**src/rtl/stsf_pkg.sv**
```systemverilog
// ----------------------------------------------------------------------------
// Subarray target sum finder package
// Transaction types, fixed field widths and the controller/datapath interface.
// ----------------------------------------------------------------------------
package stsf_pkg;

  localparam int unsigned ElemW     = 16;
  localparam int unsigned TargetW   = 21;
  localparam int unsigned OutIndexW = 5;

  typedef struct packed {
    logic signed [ElemW-1:0] element_value;
    logic                    array_end;
  } in_t;

  typedef struct packed {
    logic [OutIndexW-1:0] start_index;
    logic [OutIndexW-1:0] end_index;
    logic                 last_match;
  } out_t;

  // Commands from the controller to the datapath.
  typedef struct packed {
    logic load;       // take an input transaction
    logic calc;       // form the wanted prefix value
    logic step;       // advance the scan pointer
    logic capture;    // hold the current slot as the pending match
    logic push;       // move the pending match into the output register
    logic push_last;  // the pushed match is the final one of the element
    logic finish;     // commit the element count, clearing at array end
  } cmd_t;

  // Status from the datapath to the controller.
  typedef struct packed {
    logic beyond;     // element count has reached capacity
    logic scan_done;  // every stored slot has been compared
    logic match;      // current slot equals the wanted prefix value
    logic pend_valid; // a match is waiting to be output
    logic out_free;   // the output register can take a transaction
  } sts_t;

endpackage

```
**src/rtl/stsf_dp.sv**
```systemverilog
// ----------------------------------------------------------------------------
// Subarray target sum finder datapath
// Prefix store, running sum, scan pointer, compare and output register.
// ----------------------------------------------------------------------------
module stsf_dp #(
  parameter int unsigned MAX_LEN = 32
) (
  input  logic                                clk_i,
  input  logic                                rst_ni,
  input  stsf_pkg::cmd_t                      cmd_i,
  output stsf_pkg::sts_t                      sts_o,
  input  stsf_pkg::in_t                       in_data_i,
  input  logic                                cfg_we_i,
  input  logic signed [stsf_pkg::TargetW-1:0] cfg_data_i,
  output logic                                out_valid_o,
  input  logic                                out_ready_i,
  output stsf_pkg::out_t                      out_data_o
);

  localparam int unsigned SumW  = stsf_pkg::ElemW + $clog2(MAX_LEN);
  localparam int unsigned DiffW = ((SumW > stsf_pkg::TargetW) ? SumW : stsf_pkg::TargetW) + 1;
  localparam int unsigned CntW  = $clog2(MAX_LEN + 1);
  localparam int unsigned IdxW  = $clog2(MAX_LEN);

  logic signed [SumW-1:0]               sum_q, sum_d;
  logic        [CntW-1:0]               cnt_q, cnt_d;
  logic        [CntW-1:0]               elem_idx_q;
  logic                                 last_q;
  logic signed [stsf_pkg::TargetW-1:0]  target_q;
  logic signed [DiffW-1:0]              want_q;
  logic        [CntW-1:0]               scan_q;
  logic        [CntW-1:0]               pend_q;
  logic                                 pend_vld_q;
  logic                                 out_vld_q;
  stsf_pkg::out_t                       out_q;
  logic signed [SumW-1:0]               rd_q;
  logic signed [SumW-1:0]               mem [MAX_LEN];

  logic signed [SumW-1:0] elem_ext;
  logic signed [SumW-1:0] sum_next;
  logic        [CntW-1:0] rd_addr;
  logic                   beyond;
  logic                   store_en;
  logic        [IdxW-1:0] wr_idx;
  logic                   out_free;

  assign elem_ext = SumW'(in_data_i.element_value);
  assign sum_next = sum_q + elem_ext;
  assign beyond   = (cnt_q >= CntW'(MAX_LEN));
  // The prefix after the final slot is never matched, so it is not kept.
  assign store_en = cmd_i.load && !beyond && (cnt_q < CntW'(MAX_LEN - 1));
  assign wr_idx   = IdxW'(cnt_q + CntW'(1));
  // The read address moves ahead with the scan pointer, so during a scan the
  // registered read data belongs to the slot that scan_q names.
  assign rd_addr  = cmd_i.step ? (scan_q + CntW'(1)) : scan_q;
  assign out_free = !out_vld_q || out_ready_i;

  assign sts_o.beyond     = beyond;
  assign sts_o.scan_done  = (scan_q > elem_idx_q);
  assign sts_o.match      = (DiffW'(rd_q) == want_q);
  assign sts_o.pend_valid = pend_vld_q;
  assign sts_o.out_free   = out_free;

  assign out_valid_o = out_vld_q;
  assign out_data_o  = out_q;

  always_ff @(posedge clk_i) begin
    if (store_en) begin
      mem[wr_idx] <= sum_next;
    end
    // Slot zero is the empty prefix and always reads as zero.
    if (rd_addr == '0) begin
      rd_q <= '0;
    end else begin
      rd_q <= mem[rd_addr[IdxW-1:0]];
    end
  end

  always_comb begin
    sum_d = sum_q;
    cnt_d = cnt_q;
    if (cmd_i.load) begin
      if (!beyond) begin
        sum_d = sum_next;
      end else if (in_data_i.array_end) begin
        sum_d = '0;
        cnt_d = '0;
      end
    end else if (cmd_i.finish) begin
      if (last_q) begin
        sum_d = '0;
        cnt_d = '0;
      end else begin
        cnt_d = elem_idx_q + CntW'(1);
      end
    end
  end

  always_ff @(posedge clk_i or negedge rst_ni) begin
    if (!rst_ni) begin
      sum_q      <= '0;
      cnt_q      <= '0;
      target_q   <= '0;
      pend_vld_q <= 1'b0;
      out_vld_q  <= 1'b0;
    end else begin
      sum_q <= sum_d;
      cnt_q <= cnt_d;
      if (cfg_we_i) begin
        target_q <= cfg_data_i;
      end
      if (cmd_i.load) begin
        pend_vld_q <= 1'b0;
      end else if (cmd_i.capture) begin
        pend_vld_q <= 1'b1;
      end else if (cmd_i.push) begin
        pend_vld_q <= 1'b0;
      end
      if (cmd_i.push) begin
        out_vld_q <= 1'b1;
      end else if (out_ready_i) begin
        out_vld_q <= 1'b0;
      end
    end
  end

  always_ff @(posedge clk_i) begin
    if (cmd_i.load) begin
      elem_idx_q <= cnt_q;
      last_q     <= in_data_i.array_end;
      scan_q     <= '0;
    end
    if (cmd_i.calc) begin
      want_q <= DiffW'(sum_q) - DiffW'(target_q);
    end
    if (cmd_i.step) begin
      scan_q <= scan_q + CntW'(1);
    end
    if (cmd_i.capture) begin
      pend_q <= scan_q;
    end
    if (cmd_i.push) begin
      out_q.start_index <= stsf_pkg::OutIndexW'(pend_q);
      out_q.end_index   <= stsf_pkg::OutIndexW'(elem_idx_q);
      out_q.last_match  <= cmd_i.push_last;
    end
  end

endmodule

```
**src/rtl/stsf_ctrl.sv**
```systemverilog
// ----------------------------------------------------------------------------
// Subarray target sum finder controller
// Sequences acceptance, target subtraction and the scan over stored prefixes.
// ----------------------------------------------------------------------------
module stsf_ctrl (
  input  logic           clk_i,
  input  logic           rst_ni,
  input  logic           in_valid_i,
  output logic           in_ready_o,
  input  stsf_pkg::sts_t sts_i,
  output stsf_pkg::cmd_t cmd_o
);

  localparam logic [1:0] StIdle = 2'd0;
  localparam logic [1:0] StCalc = 2'd1;
  localparam logic [1:0] StScan = 2'd2;

  logic [1:0] state_q, state_d;

  always_comb begin
    state_d    = state_q;
    cmd_o      = '0;
    in_ready_o = 1'b0;
    unique case (state_q)
      StIdle: begin
        in_ready_o = 1'b1;
        if (in_valid_i) begin
          cmd_o.load = 1'b1;
          if (!sts_i.beyond) begin
            state_d = StCalc;
          end
        end
      end
      StCalc: begin
        cmd_o.calc = 1'b1;
        state_d    = StScan;
      end
      StScan: begin
        if (sts_i.scan_done) begin
          // The held match, if any, is the final one of this element.
          if (!sts_i.pend_valid) begin
            cmd_o.finish = 1'b1;
            state_d      = StIdle;
          end else if (sts_i.out_free) begin
            cmd_o.push      = 1'b1;
            cmd_o.push_last = 1'b1;
            cmd_o.finish    = 1'b1;
            state_d         = StIdle;
          end
        end else if (sts_i.match && sts_i.pend_valid) begin
          // A newer match proves the held one is not the last.
          if (sts_i.out_free) begin
            cmd_o.push    = 1'b1;
            cmd_o.capture = 1'b1;
            cmd_o.step    = 1'b1;
          end
        end else begin
          cmd_o.capture = sts_i.match;
          cmd_o.step    = 1'b1;
        end
      end
      default: begin
        state_d = StIdle;
      end
    endcase
  end

  always_ff @(posedge clk_i or negedge rst_ni) begin
    if (!rst_ni) begin
      state_q <= StIdle;
    end else begin
      state_q <= state_d;
    end
  end

endmodule

```
**src/rtl/subarray_target_sum_finder.sv**
```systemverilog
// ----------------------------------------------------------------------------
// Subarray target sum finder
// Reports every contiguous subarray of an element stream that sums to a target.
// ----------------------------------------------------------------------------
// Each input transaction carries one signed element; the block adds it to a
// running prefix sum and reports, as output transactions, every earlier
// prefix (the empty prefix included) equal to the running sum minus the
// target, each naming the start and end index of the matching subarray, in
// increasing start order with the final one flagged by last_match. An element
// within capacity is accepted, then the wanted prefix value is formed and the
// empty prefix fetched, then the stored prefixes are compared, one stored
// prefix a cycle, and the element is closed; the scan stalls while a result
// waits for the output register to drain. An element beyond MAX_LEN is
// accepted without a scan and yields no result. After an element that carries
// array_end the running sum and the element count return to zero. The target
// register may be written only while no element is in progress.
module subarray_target_sum_finder #(
  parameter int unsigned MAX_LEN = 32
) (
  input  logic                                clk_i,
  input  logic                                rst_ni,
  // Element input channel.
  input  logic                                in_valid_i,
  output logic                                in_ready_o,
  input  stsf_pkg::in_t                       in_data_i,
  // Result output channel.
  output logic                                out_valid_o,
  input  logic                                out_ready_i,
  output stsf_pkg::out_t                      out_data_o,
  // Target sum register write port.
  input  logic                                cfg_we_i,
  input  logic signed [stsf_pkg::TargetW-1:0] cfg_data_i
);

  stsf_pkg::cmd_t cmd;
  stsf_pkg::sts_t sts;

  // The controller decides when to accept, scan and emit; the datapath holds
  // the prefix store, the sums and the output register.
  stsf_ctrl u_ctrl (
    .clk_i      (clk_i),
    .rst_ni     (rst_ni),
    .in_valid_i (in_valid_i),
    .in_ready_o (in_ready_o),
    .sts_i      (sts),
    .cmd_o      (cmd)
  );

  stsf_dp #(
    .MAX_LEN (MAX_LEN)
  ) u_dp (
    .clk_i       (clk_i),
    .rst_ni      (rst_ni),
    .cmd_i       (cmd),
    .sts_o       (sts),
    .in_data_i   (in_data_i),
    .cfg_we_i    (cfg_we_i),
    .cfg_data_i  (cfg_data_i),
    .out_valid_o (out_valid_o),
    .out_ready_i (out_ready_i),
    .out_data_o  (out_data_o)
  );

endmodule
```
**config.mk**
```make
export PLATFORM = sky130hd
export DESIGN_NAME = subarray_target_sum_finder
export DESIGN_NICKNAME = d
export VERILOG_FILES = /design/src/rtl/stsf_pkg.sv /design/src/rtl/stsf_dp.sv /design/src/rtl/stsf_ctrl.sv /design/src/rtl/subarray_target_sum_finder.sv
export SDC_FILE = /design/constraint.sdc
export NUM_CORES = 1
export LEC_CHECK = 0
export BUFFER_PORTS_ARGS = -buffer_cell sky130_fd_sc_hd__buf_4
export CAP_MARGIN = 15
export CORE_MARGIN = 10
export CORE_UTILIZATION = 54
export DETAILED_ROUTE_END_ITERATION = 8
export PLACE_DENSITY_LB_ADDON = 0.3
export SYNTH_ARGS = -nofsm -noshare
export SYNTH_HDL_FRONTEND = slang
export SYNTH_HIERARCHICAL = 1
export SYNTH_SLANG_ARGS = --single-unit
export TNS_END_PERCENT = 100
```
**constraint.sdc**
```tcl
create_clock -name clk_i -period 4.4 [get_ports clk_i]
set_clock_uncertainty 0.15 [all_clocks]
set_input_delay 0.44 -clock clk_i [delete_from_list [all_inputs] [get_ports clk_i]]
set_output_delay 0.44 -clock clk_i [all_outputs]
set_load 0.03 [all_outputs]
```
# [Word-level counts from Yosys, hierarchy flattened]
# Memory sizes are Yosys's and may differ from the RTL's. A register that Yosys moved wholly into a read port is not among the register bits.
# Cells that the tools add are included.
[word_totals] n_memories=1 inputBits=43 word_cells=89 romBits=0 out_inout_bits=13 ram_bits=672 latch_bits=0 regBits=103
[memory_table] name="u_dp.mem" depth=32 width=21 rd=1 rd_ports_with_merged_regs=1 wr=1 line="stsf_dp.sv:37" rtl="logic signed [SumW-1:0] mem [MAX_LEN];"
[op_classes] bitwise=0 muxes=39 n_div=0 multipliers=0 reduce_logical=17 eq_ne=10 addsub=5 magnitude_cmp=3 n_shift=0
[op_table] operator="2-to-1 mux 21 bit" count=5
[op_table] operator="2-to-1 mux 6 bit" count=8
[op_table] operator="== test 21 x 22 -> 1 bit" count=1
[op_table] operator="subtractor 21 x 21 -> 22 bit" count=1
[op_table] operator="adder 21 x 16 -> 21 bit" count=1
[op_table] operator="2-to-1 mux 2 bit" count=9
[op_table] operator="2-to-1 mux 1 bit" count=14
[op_table] operator="adder 6 x 1 -> 6 bit, second input constant" count=2
[op_table] operator="!= test 2 bit, second input constant" count=5
[op_table] operator="AND reduction 3 bit" count=3
[op_table] operator="nonzero test 2 bit" count=4
[op_table] operator=">= comparator 6 bit, second input constant" count=1
[op_table] operator="> comparator 6 bit" count=1
[op_table] operator="zero test 6 bit" count=1
[op_table] operator="less-than comparator 6 x 5 -> 1 bit, second input constant" count=1
[op_table] operator="!= test 3 bit, second input constant" count=2
[op_table] operator="one-hot mux 2 bit (3 select lines)" count=1
[op_table] operator="adder 5 x 1 -> 5 bit, second input constant" count=1
[op_table] operator="2-to-1 mux 5 bit" count=1
[op_table] operator="AND reduction 4 bit" count=1
[op_table] operator="logical AND 1 bit" count=3
[op_table] operator="2-to-1 mux 3 bit" count=1
[op_table] operator="nonzero test 3 bit" count=1
[op_table] operator="== test 2 x 1 -> 1 bit, second input constant" count=1
[op_table] operator="other kinds (4)" count=5

# [Depth between registers and ports, before layout]
# Gate-level depths: netlist of the first run.
[depth] ltp_word=9 ltp_mapped=17

# [Cells and area by module]
# The synthesis of the first run kept the hierarchy.
[modules_own_cells] module="stsf_dp" cells_per_inst=1792 area_each_um2=32600.0 n_inst=1
[modules_own_cells] module="stsf_ctrl" cells_per_inst=18 area_each_um2=172.7 n_inst=1

# [Worst setup path after synthesis of the first run]
# No wires, ideal clock.
[synth_timing] kind="register -> register" startpoint="register u_dp.scan_q[1]" endpoint="register u_dp.rd_q[20], read port of u_dp.mem" t_arrival_ns=3.458 setup_slack_ns=0.675 stages_incl_launch_ff=17 path_cell_list="edfxtp_1 > ha_1 > nor2b_1 > o21ai_0 > nand2b_1 > a221oi_1 > a41oi_1 > a211oi_2 > buf_2 > inv_1 > a21oi_2 > buf_2 > buf_1 > mux4_2 > mux2i_1 > nand2_1 > a32o_1"
[synth_rtl] item="start, declared" line="stsf_dp.sv:31" rtl="logic [CntW-1:0] scan_q;"
[synth_rtl] item="start signal, assigned" line="stsf_dp.sv:137" rtl="scan_q <= scan_q + CntW'(1);"
[synth_rtl] item="end, declared" line="stsf_dp.sv:36" rtl="logic signed [SumW-1:0] rd_q;"

==> impl_summary.txt, run 1 <==
----------------------------------------------------
[Floorplanning]
  Area of the die ... 0.0709 mm^2
  Count of boundary I/O pins ... 56
  Die extent in x ... 266 um
  Effective utilization at floorplan ... 0.544
  Standard-cell rows ... 90
  Height of the die ... 266 um
  CORE AREA ... 0.0602 mm^2

[Layout]
  Nets@finish ... 2123
  Share of post-route cells with drive strength above 1 ... 0.254
  Commonest cells after routing, fill and taps aside ... 723 x edfxtp_1, 168 x mux4_2, 158 x buf_4
  Commonest non-fill, non-tap cell in the layout ... edfxtp_1
  Fraction of the core area covered by cells at the end of the flow ... 0.633
  Filler Cell Count ... 4076
  Layout overhead on the synthesized area ... 16.3%

[STA]
  Slew at the pin with the worst max-slew slack ... 1.25 ns
  RSZ-0062 raised after global routing ... false
  Final count of pins violating max slew ... 0
  Relative max-transition margin ... 0.168
  Setup total negative slack ... 0 ns
  Fin worst setup slack ... 0.123 ns
  Final period demand of the worst path ... 4.28 ns
  Final period utilization ... 0.972
  Hold Fails Final Rpt ... 0
  Max frequency ... 0.234 GHz
  Number of endpoints failing setup at the final stage ... 0

[Synth]
  Portion of the post-synthesis area used by sequential elements ... 0.715
  Share of flip-flops with an asynchronous set or reset ... 0.0653
  Mean area per synthesized cell ... 18.1 um^2
  Number of distinct library cells after synthesis ... ~70
  Synth warn ... 6
  Most used flip-flop cell after synthesis ... edfxtp_1
  Gate Count Post-Synth ... 1810
  Area of the mapped netlist ... between 0.03 and 0.04 mm^2
  Number of enable-type register cells in the synthesized netlist ... between 700 and 800
  Post-synthesis register bit count ... between 700 and 800

[GRT]
  Met2 track utilization from global routing ... 0.371
  Busiest metal layer after global routing ... met2
  Via count of the first global-routing pass ... ~18000
  Global-route congestion overflow total ... 0
  Gr usage total ... 0.232
  Global-route wire length before repair ... around 120000 um
  Antenna violations before repair ... 1
  Global routing usage on met3 ... 0.0450
  Largest net degree at the start of global routing ... 53
  Met1 GRT Util ... 0.318

[Clock tree]
  Clock tree from TritonCTS ... done
  Root buffer selected by CTS ... clkbuf_16
  Worst-case clock buffer depth ... 3
  # H-tree levels ... 3
  Clock-pin slew on the worst setup and hold paths ... 0.06 ns
  Clock latency of the later-clocked register in the worst-skew pair ... 0.64 ns
  Sinks on Clock Net ... 796
  CTS buffer count ... between 70 and 80

[Placed design]
  GPL Wtd Cong ... 0.899
  Total half-perimeter wirelength after legalization and detailed placement ... 50900 um
  Pre-CTS setup slack ... around 0.068 ns
  Port Buffer Count ... between 50 and 60

[Detailed routing]
  Wire length per cell after detailed routing ... 28.3 um
  Post-detailed-route DRC marker count ... 0
  Antenna-violating nets left ... 0
  Post-Route WL ... between 80000 and 90000 um
  DR iter-0 viols ... 2318
  Post-DR vias/cell ... ~6.3
  Number of iterations in the first detailed-routing pass ... 5
  Via count of the routed design ... 18125

[Critical path]
  Setup crit end kind ... flop
  Sort of element at the start of the critical path ... flop
  Crit path max fanout ... 23
  Arrival time of the worst setup path ... 4.63 ns
  Kind of critical path ... flop to flop
  Required time of the critical path ... around 4.8 ns

[Flow run]
  # Max-Cap Violations ... 0

[Pwr]
  Total Power Consumption ... 31.9 mW
  Leakage power ... 13.4 nW
  Highest ir drop seen on vdd ... 0.837 mV
  Total power per unit cell area ... 838 mW/mm^2

[Status]
  Run status ... complete, no violations

[Min path]
  Min-delay worst type ... input port to flop

----------------------------------------------------
[area by class of cell]
class                           instances  area, um^2  share of cell area
Sequential cell                       796       23400               0.615
Inverter                               47         176             0.00463
Multi-Input combinational cell        900        9130               0.240
Clock inverter                         37         334             0.00876
Timing Repair Buffer                  205        1890              0.0495
Clock buffer                          108        2190              0.0574
Tap cell                              782         978              0.0257
Antenna cell                            1        2.50           0.0000656
[where the power goes]
group / internal, mW / switching (mW) / total (mW)
sequential: 11.0 / 0.506 / 11.5
combinational: 5.67 / 8.16 / 13.8
clock: 3.74 / 2.82 / 6.56
[synthesized netlist by cell type, drive strengths merged (14+ instances only)]
| cell | count | area share |
|---|---|---|
| inv | 47 | 0.0054 |
| o21ai | 52 | 0.0079 |
| mux4 | 168 | 0.12 |
| xnor2 | 35 | 0.0096 |
| a21oi | 54 | 0.0084 |
| ha | 49 | 0.019 |
| a32o | 22 | 0.0067 |
| mux2i | 66 | 0.020 |
| a21o | 17 | 0.0039 |
| clkbuf | 40 | 0.0046 |
| nand2 | 101 | 0.012 |
| nor2 | 64 | 0.0073 |
| edfxtp | 723 | 0.66 |
| dfxtp | 21 | 0.013 |
| xor2 | 33 | 0.0088 |
| buf | 47 | 0.0084 |
| nand2b | 14 | 0.0029 |
| dfrtp | 52 | 0.040 |
| nor2b | 35 | 0.0067 |
| a22o | 19 | 0.0051 |
| a211oi | 26 | 0.0061 |
[repair_timing]
| item | in CTS | in global routing |
|---|---|---|
| setup buffers | 3 | 0 |
| pin swaps | 1 | 0 |
| gates resized for setup | 0 | 5 |
| setup endpoints to repair | 1 | 12 |
| hold buffers | 24 | 0 |
| endpoints found under the hold margin | 76 | 0 |
[final timing paths]
check | startpoint | end | slack, ns | cells past startpoint
min in group asynchronous | rst_ni | u_dp/target_q[8]$_DFFE_PN0P_ | 0.27 | 2
max in group asynchronous | rst_ni | u_dp/target_q[12]$_DFFE_PN0P_ | 3.38 | 2
hold / removal | cfg_we_i | u_dp/target_q[16]$_DFFE_PN0P_ | 0.09 | 3
setup reg to reg | u_dp/want_q[0]$_DFFE_PP_ | u_dp/rd_q[18]$_SDFF_PN0_ | 0.12 | 15
hold reg to reg | u_dp/pend_q[1]$_DFFE_PP_ | u_dp/out_data_o[7]$_DFFE_PP_ | 0.28 | 0
setup / recovery | u_dp/want_q[0]$_DFFE_PP_ | u_dp/rd_q[18]$_SDFF_PN0_ | 0.12 | 15
[per-stage QoR]
stage	instance area [um^2]	instances	hold slack, ns
2_1_floorplan	32800	1830	-0.00559
6_report	38100	2876	0.0865
5_1_grt	38100	2875	0.118
4_1_cts	38100	2874	0.0520
3_3_place_gp	35300	2702	0.262
3_5_place_dp	35300	2702	0.255
[registers in the layout (all words and copies together), names as in the netlist]
| register | cells |
|---|---|
| u_dp/last_q | 1 |
| u_dp/out_valid_o | 1 |
| u_dp/elem_idx_q | 6 |
| u_dp/pend_vld_q | 1 |
| u_dp/rd_q | 21 |
| u_dp/target_q | 21 |
| u_dp/pend_q | 5 |
| u_dp/out_data_o | 11 |
| u_dp/cnt_q | 6 |
| u_dp/want_q | 22 |
| u_dp/sum_q | 21 |
| u_dp/scan_q | 6 |
| u_ctrl/state_q | 2 |
| u_dp/mem | 672 |
[kinds of logic after synthesis]
family,after synthesis,share of synthesized area
compound gates,235,0.0490
xor+xnor,68,0.0184
fa+ha+maj,51,0.0199
buf+inv,134,0.0184
flops,796,0.715
mux,235,0.136
other cells,1,0.000114
simple gates,290,0.0432
[layer usage]
metal,share of wire,wire length (um),vias to the layer above
met5,0,0,-
met4,0.030,2420,0
met3,0.092,7530,137
met2,0.48,39300,914
met1,0.40,32200,9413
li1,-,-,7661
[critical path, cell delays in order, from the launching register on]
cell      delay [ns]
edfxtp_1        0.45
xor2_1          0.19
nor4_1          0.40
nand4_1         0.16
nor4_1          0.27
buf_4           0.18
a211oi_4        0.08
buf_4           0.18
and2_1          0.17
a21oi_4         0.14
buf_12          0.22
buf_12          0.21
mux4_2          0.31
mux2i_1         0.37
nand2_1         0.29
a32o_1          0.34
No activity file was read; power rests on OpenSTA's default activity.
==> run 2: changes to the inputs <==
CTS_BUF_LIST = sky130_fd_sc_hd__clkbuf_16   (was unset)
==> run 2 against run 1 <==
  * Via count decreased by 0.29%
  * Critical endpoint unchanged
  * Power decreased by 0.53%
  * Final cell count about the same
  * Combinational power about the same
  * Highest routed layer unchanged
  * Utilization decreased by 0.10 points
  * Critical path depth unchanged
==> impl_summary.txt, run 2 (same netlist as run 1, synthesis figures left out) <==
----------------------------------------------------
[GRT]
  Via count of the first global-routing pass ... 18439 (-0.033%)
  Antenna violations before repair ... 0 (-1)
  Global-route congestion overflow total ... 0 (unchanged)
  Gr usage total ... 0.232 (about the same)
  Busiest metal layer after global routing ... met2
  Global-route wire length before repair ... 121000 um (about the same)
  Global routing usage on met3 ... 0.0452 (+0.000185)
  Met1 GRT Util ... 0.318 (about the same)
  Met2 track utilization from global routing ... 0.370 (-0.00125)
  Largest net degree at the start of global routing ... 53 (unchanged)

[Layout]
  Largest register by flop count ... u_dp/mem
  Commonest non-fill, non-tap cell in the layout ... edfxtp_1
  Commonest cells after routing, fill and taps aside ... 723 x edfxtp_1, 168 x mux4_2, 158 x buf_4
  Filler Cell Count ... 4094 (+0.44%)
  Top Registers ... u_dp/mem (672), u_dp/want_q (22)
  Layout overhead on the synthesized area ... 16.2%
  Nets@finish ... 2123 (unchanged)
  Area occupied by multi-input gates ... 0.00913 mm^2 (about the same)
  Reg area ... 0.0234 mm^2 (unchanged)
  Flip-flop count of the largest register, all copies and words added ... 672 (unchanged)
  Cell Count, Final, Fillers Out ... 2877 (+0.035%)
  Share of post-route cells with drive strength above 1 ... 0.251 (-0.00239)

[STA]
  Slew at the pin with the worst max-slew slack ... 1.23 ns (-0.0209 ns)
  Max frequency ... 0.234 GHz (+0.18%)
  Hold Fails Final Rpt ... 0 (unchanged)
  Final period utilization ... 0.970 (-0.00178)
  Relative max-transition margin ... 0.182 (+0.0139)
  RSZ-0062 raised after global routing ... false
  Final count of pins violating max slew ... 0 (unchanged)
  Fin worst setup slack ... 0.130 ns (+0.00783 ns)
  Number of endpoints failing setup at the final stage ... 0 (unchanged)
  Final period demand of the worst path ... 4.27 ns (-0.00783 ns)
  Setup total negative slack ... 0 ns (unchanged)

[Min path]
  Min-delay worst type ... input port to flop

[Placed design]
  Placed insts ... 2702 (unchanged)
  Total half-perimeter wirelength after legalization and detailed placement ... 50900 um (unchanged)
  GPL Wtd Cong ... 0.899 (unchanged)
  Pre-CTS setup slack ... 0.0676 ns (unchanged)
  Port Buffer Count ... 55 (unchanged)

[Clock tree]
  Worst-case clock buffer depth ... 3 (unchanged)
  # H-tree levels ... 3 (unchanged)
  Sinks on Clock Net ... 796 (unchanged)
  CTS buffer count ... 79 (unchanged)
  Clock tree from TritonCTS ... done
  Clock-pin slew on the worst setup and hold paths ... 0.06 ns (about the same)
  Clock latency of the later-clocked register in the worst-skew pair ... 0.63 ns (about the same)
  Root buffer selected by CTS ... clkbuf_16

[Detailed routing]
  Post-Route WL ... 81400 um (about the same)
  Number of iterations in the first detailed-routing pass ... 5 (unchanged)
  Antenna-violating nets left ... 0 (unchanged)
  Post-detailed-route DRC marker count ... 0 (unchanged)
  Wire length per cell after detailed routing ... 28.3 um (-0.12%)
  Via count of the routed design ... 18072 (-0.29%)
  Post-DR vias/cell ... 6.28 (-0.33%)
  DR iter-0 viols ... 2189 (-5.6%)

[Critical path]
  Register-to-register setup slack ... 0.13 ns (about the same)
  Sort of element at the start of the critical path ... flop
  Kind of critical path ... flop to flop
  Crit path max fanout ... 23 (unchanged)
  Reg2reg start ... u_dp/want_q[0]$_DFFE_PP_
  Arrival time of the worst setup path ... 4.62 ns (about the same)
  Required time of the critical path ... 4.76 ns (about the same)
  Crit path capture ... u_dp/rd_q[18]$_SDFF_PN0_
  Startpoint of the worst setup timing path ... u_dp/want_q[0]$_DFFE_PP_
  Worst reg2reg path depth ... 15 (unchanged)
  R2r endpoint ... u_dp/rd_q[18]$_SDFF_PN0_
  Setup crit end kind ... flop

[Pwr]
  Total power per unit cell area ... 835 mW/mm^2 (-0.37%)
  Highest ir drop seen on vdd ... 0.827 mV (-1.2%)
  Leakage power ... 13.4 nW (+0.46%)
  Total Power Consumption ... 31.8 mW (-0.53%)

[Floorplanning]
  Area of the die ... 0.0709 mm^2 (unchanged)
  Die extent in x ... 266 um (unchanged)
  Standard-cell rows ... 90 (unchanged)
  Height of the die ... 266 um (unchanged)
  Effective utilization at floorplan ... 0.544 (unchanged)
  Count of boundary I/O pins ... 56 (unchanged)
  CORE AREA ... 0.0602 mm^2 (unchanged)

[Status]
  Run status ... complete, no violations

[Flow run]
  # Max-Cap Violations ... 0 (unchanged)

----------------------------------------------------
==> run 2: cell types whose count changed in the layout (fill, tap and decap cells not counted) <==
cell,change
diode_2,+1
clkbuf_8,-6
mux2i_1,+1
clkinv_1,+4
clkbuf_1,-21
mux2i_2,-1
inv_1,+21
inv_2,+2
==> run 2: cell type report <==
| type | instances | share of cell area |
|---|---|---|
| Multi-Input combinational cell | 900 | 0.240 |
| Tap cell | 782 | 0.0257 |
| Antenna cell | 2 | 0.000131 |
| Clock inverter | 64 | 0.0114 |
| Inverter | 47 | 0.00463 |
| Clock buffer | 81 | 0.0532 |
| Sequential cell | 796 | 0.616 |
| Timing Repair Buffer | 205 | 0.0495 |
==> run 2: worst min path at each step <==
stage,to,slack (ns),cells past startpoint,startpoint
global route,u_dp/target_q[14]$_DFFE_PN0P_,0.12,3,cfg_we_i
finish,u_dp/target_q[16]$_DFFE_PN0P_,0.09,3,cfg_we_i
global placement,u_dp/out_data_o[6]$_DFFE_PP_,0.26,0,u_dp/pend_q[0]$_DFFE_PP_
floorplan,u_ctrl/state_q[0]$_DFFE_PN0P_,-0.006,0,rst_ni
CTS,u_dp/target_q[8]$_DFFE_PN0P_,0.05,3,cfg_we_i
detailed placement,u_dp/out_data_o[10]$_DFFE_PP_,0.26,0,u_dp/pend_q[4]$_DFFE_PP_
==> run 2: stage by stage <==
step                hold slack (ns)   util  instance area, um^2
finish                       0.0872  0.632                38100
floorplan                  -0.00559      -                32800
global placement              0.262  0.586                35300
CTS                          0.0514  0.631                38000
global route                  0.117  0.632                38100
detailed placement            0.255  0.586                35300
==> run 2: critical path, cell delays in order (launching register included) <==
cell,delay [ns]
edfxtp_1,0.44
xor2_1,0.19
nor4_1,0.40
nand4_1,0.16
nor4_1,0.28
buf_4,0.18
a211oi_4,0.08
buf_4,0.18
and2_1,0.17
a21oi_4,0.14
buf_12,0.22
buf_12,0.21
mux4_2,0.31
mux2i_1,0.36
nand2_1,0.29
a32o_1,0.33
==> run 2: timing repair <==
item / CTS / global route
pin swaps: 1 / 0
resized for setup: 0 / 4
buffers inserted: 3 / 0
endpoints found under the setup margin: 1 / 12
endpoints found under the hold margin: 76 / 0
hold buffers: 24 / 0
==> run 2: where the power goes <==
part / switching, mW / total (mW) / internal [mW]
clock: 2.81 / 6.40 / 3.59
sequential: 0.506 / 11.5 / 11.0
combinational: 8.16 / 13.8 / 5.67
==> run 2: per-layer routing <==
layer  up-vias  wire (um)
li1       7663          -
met1      9308      31800
met2       944      39000
met3       157       8030
met4         0       2640
met5         -          0
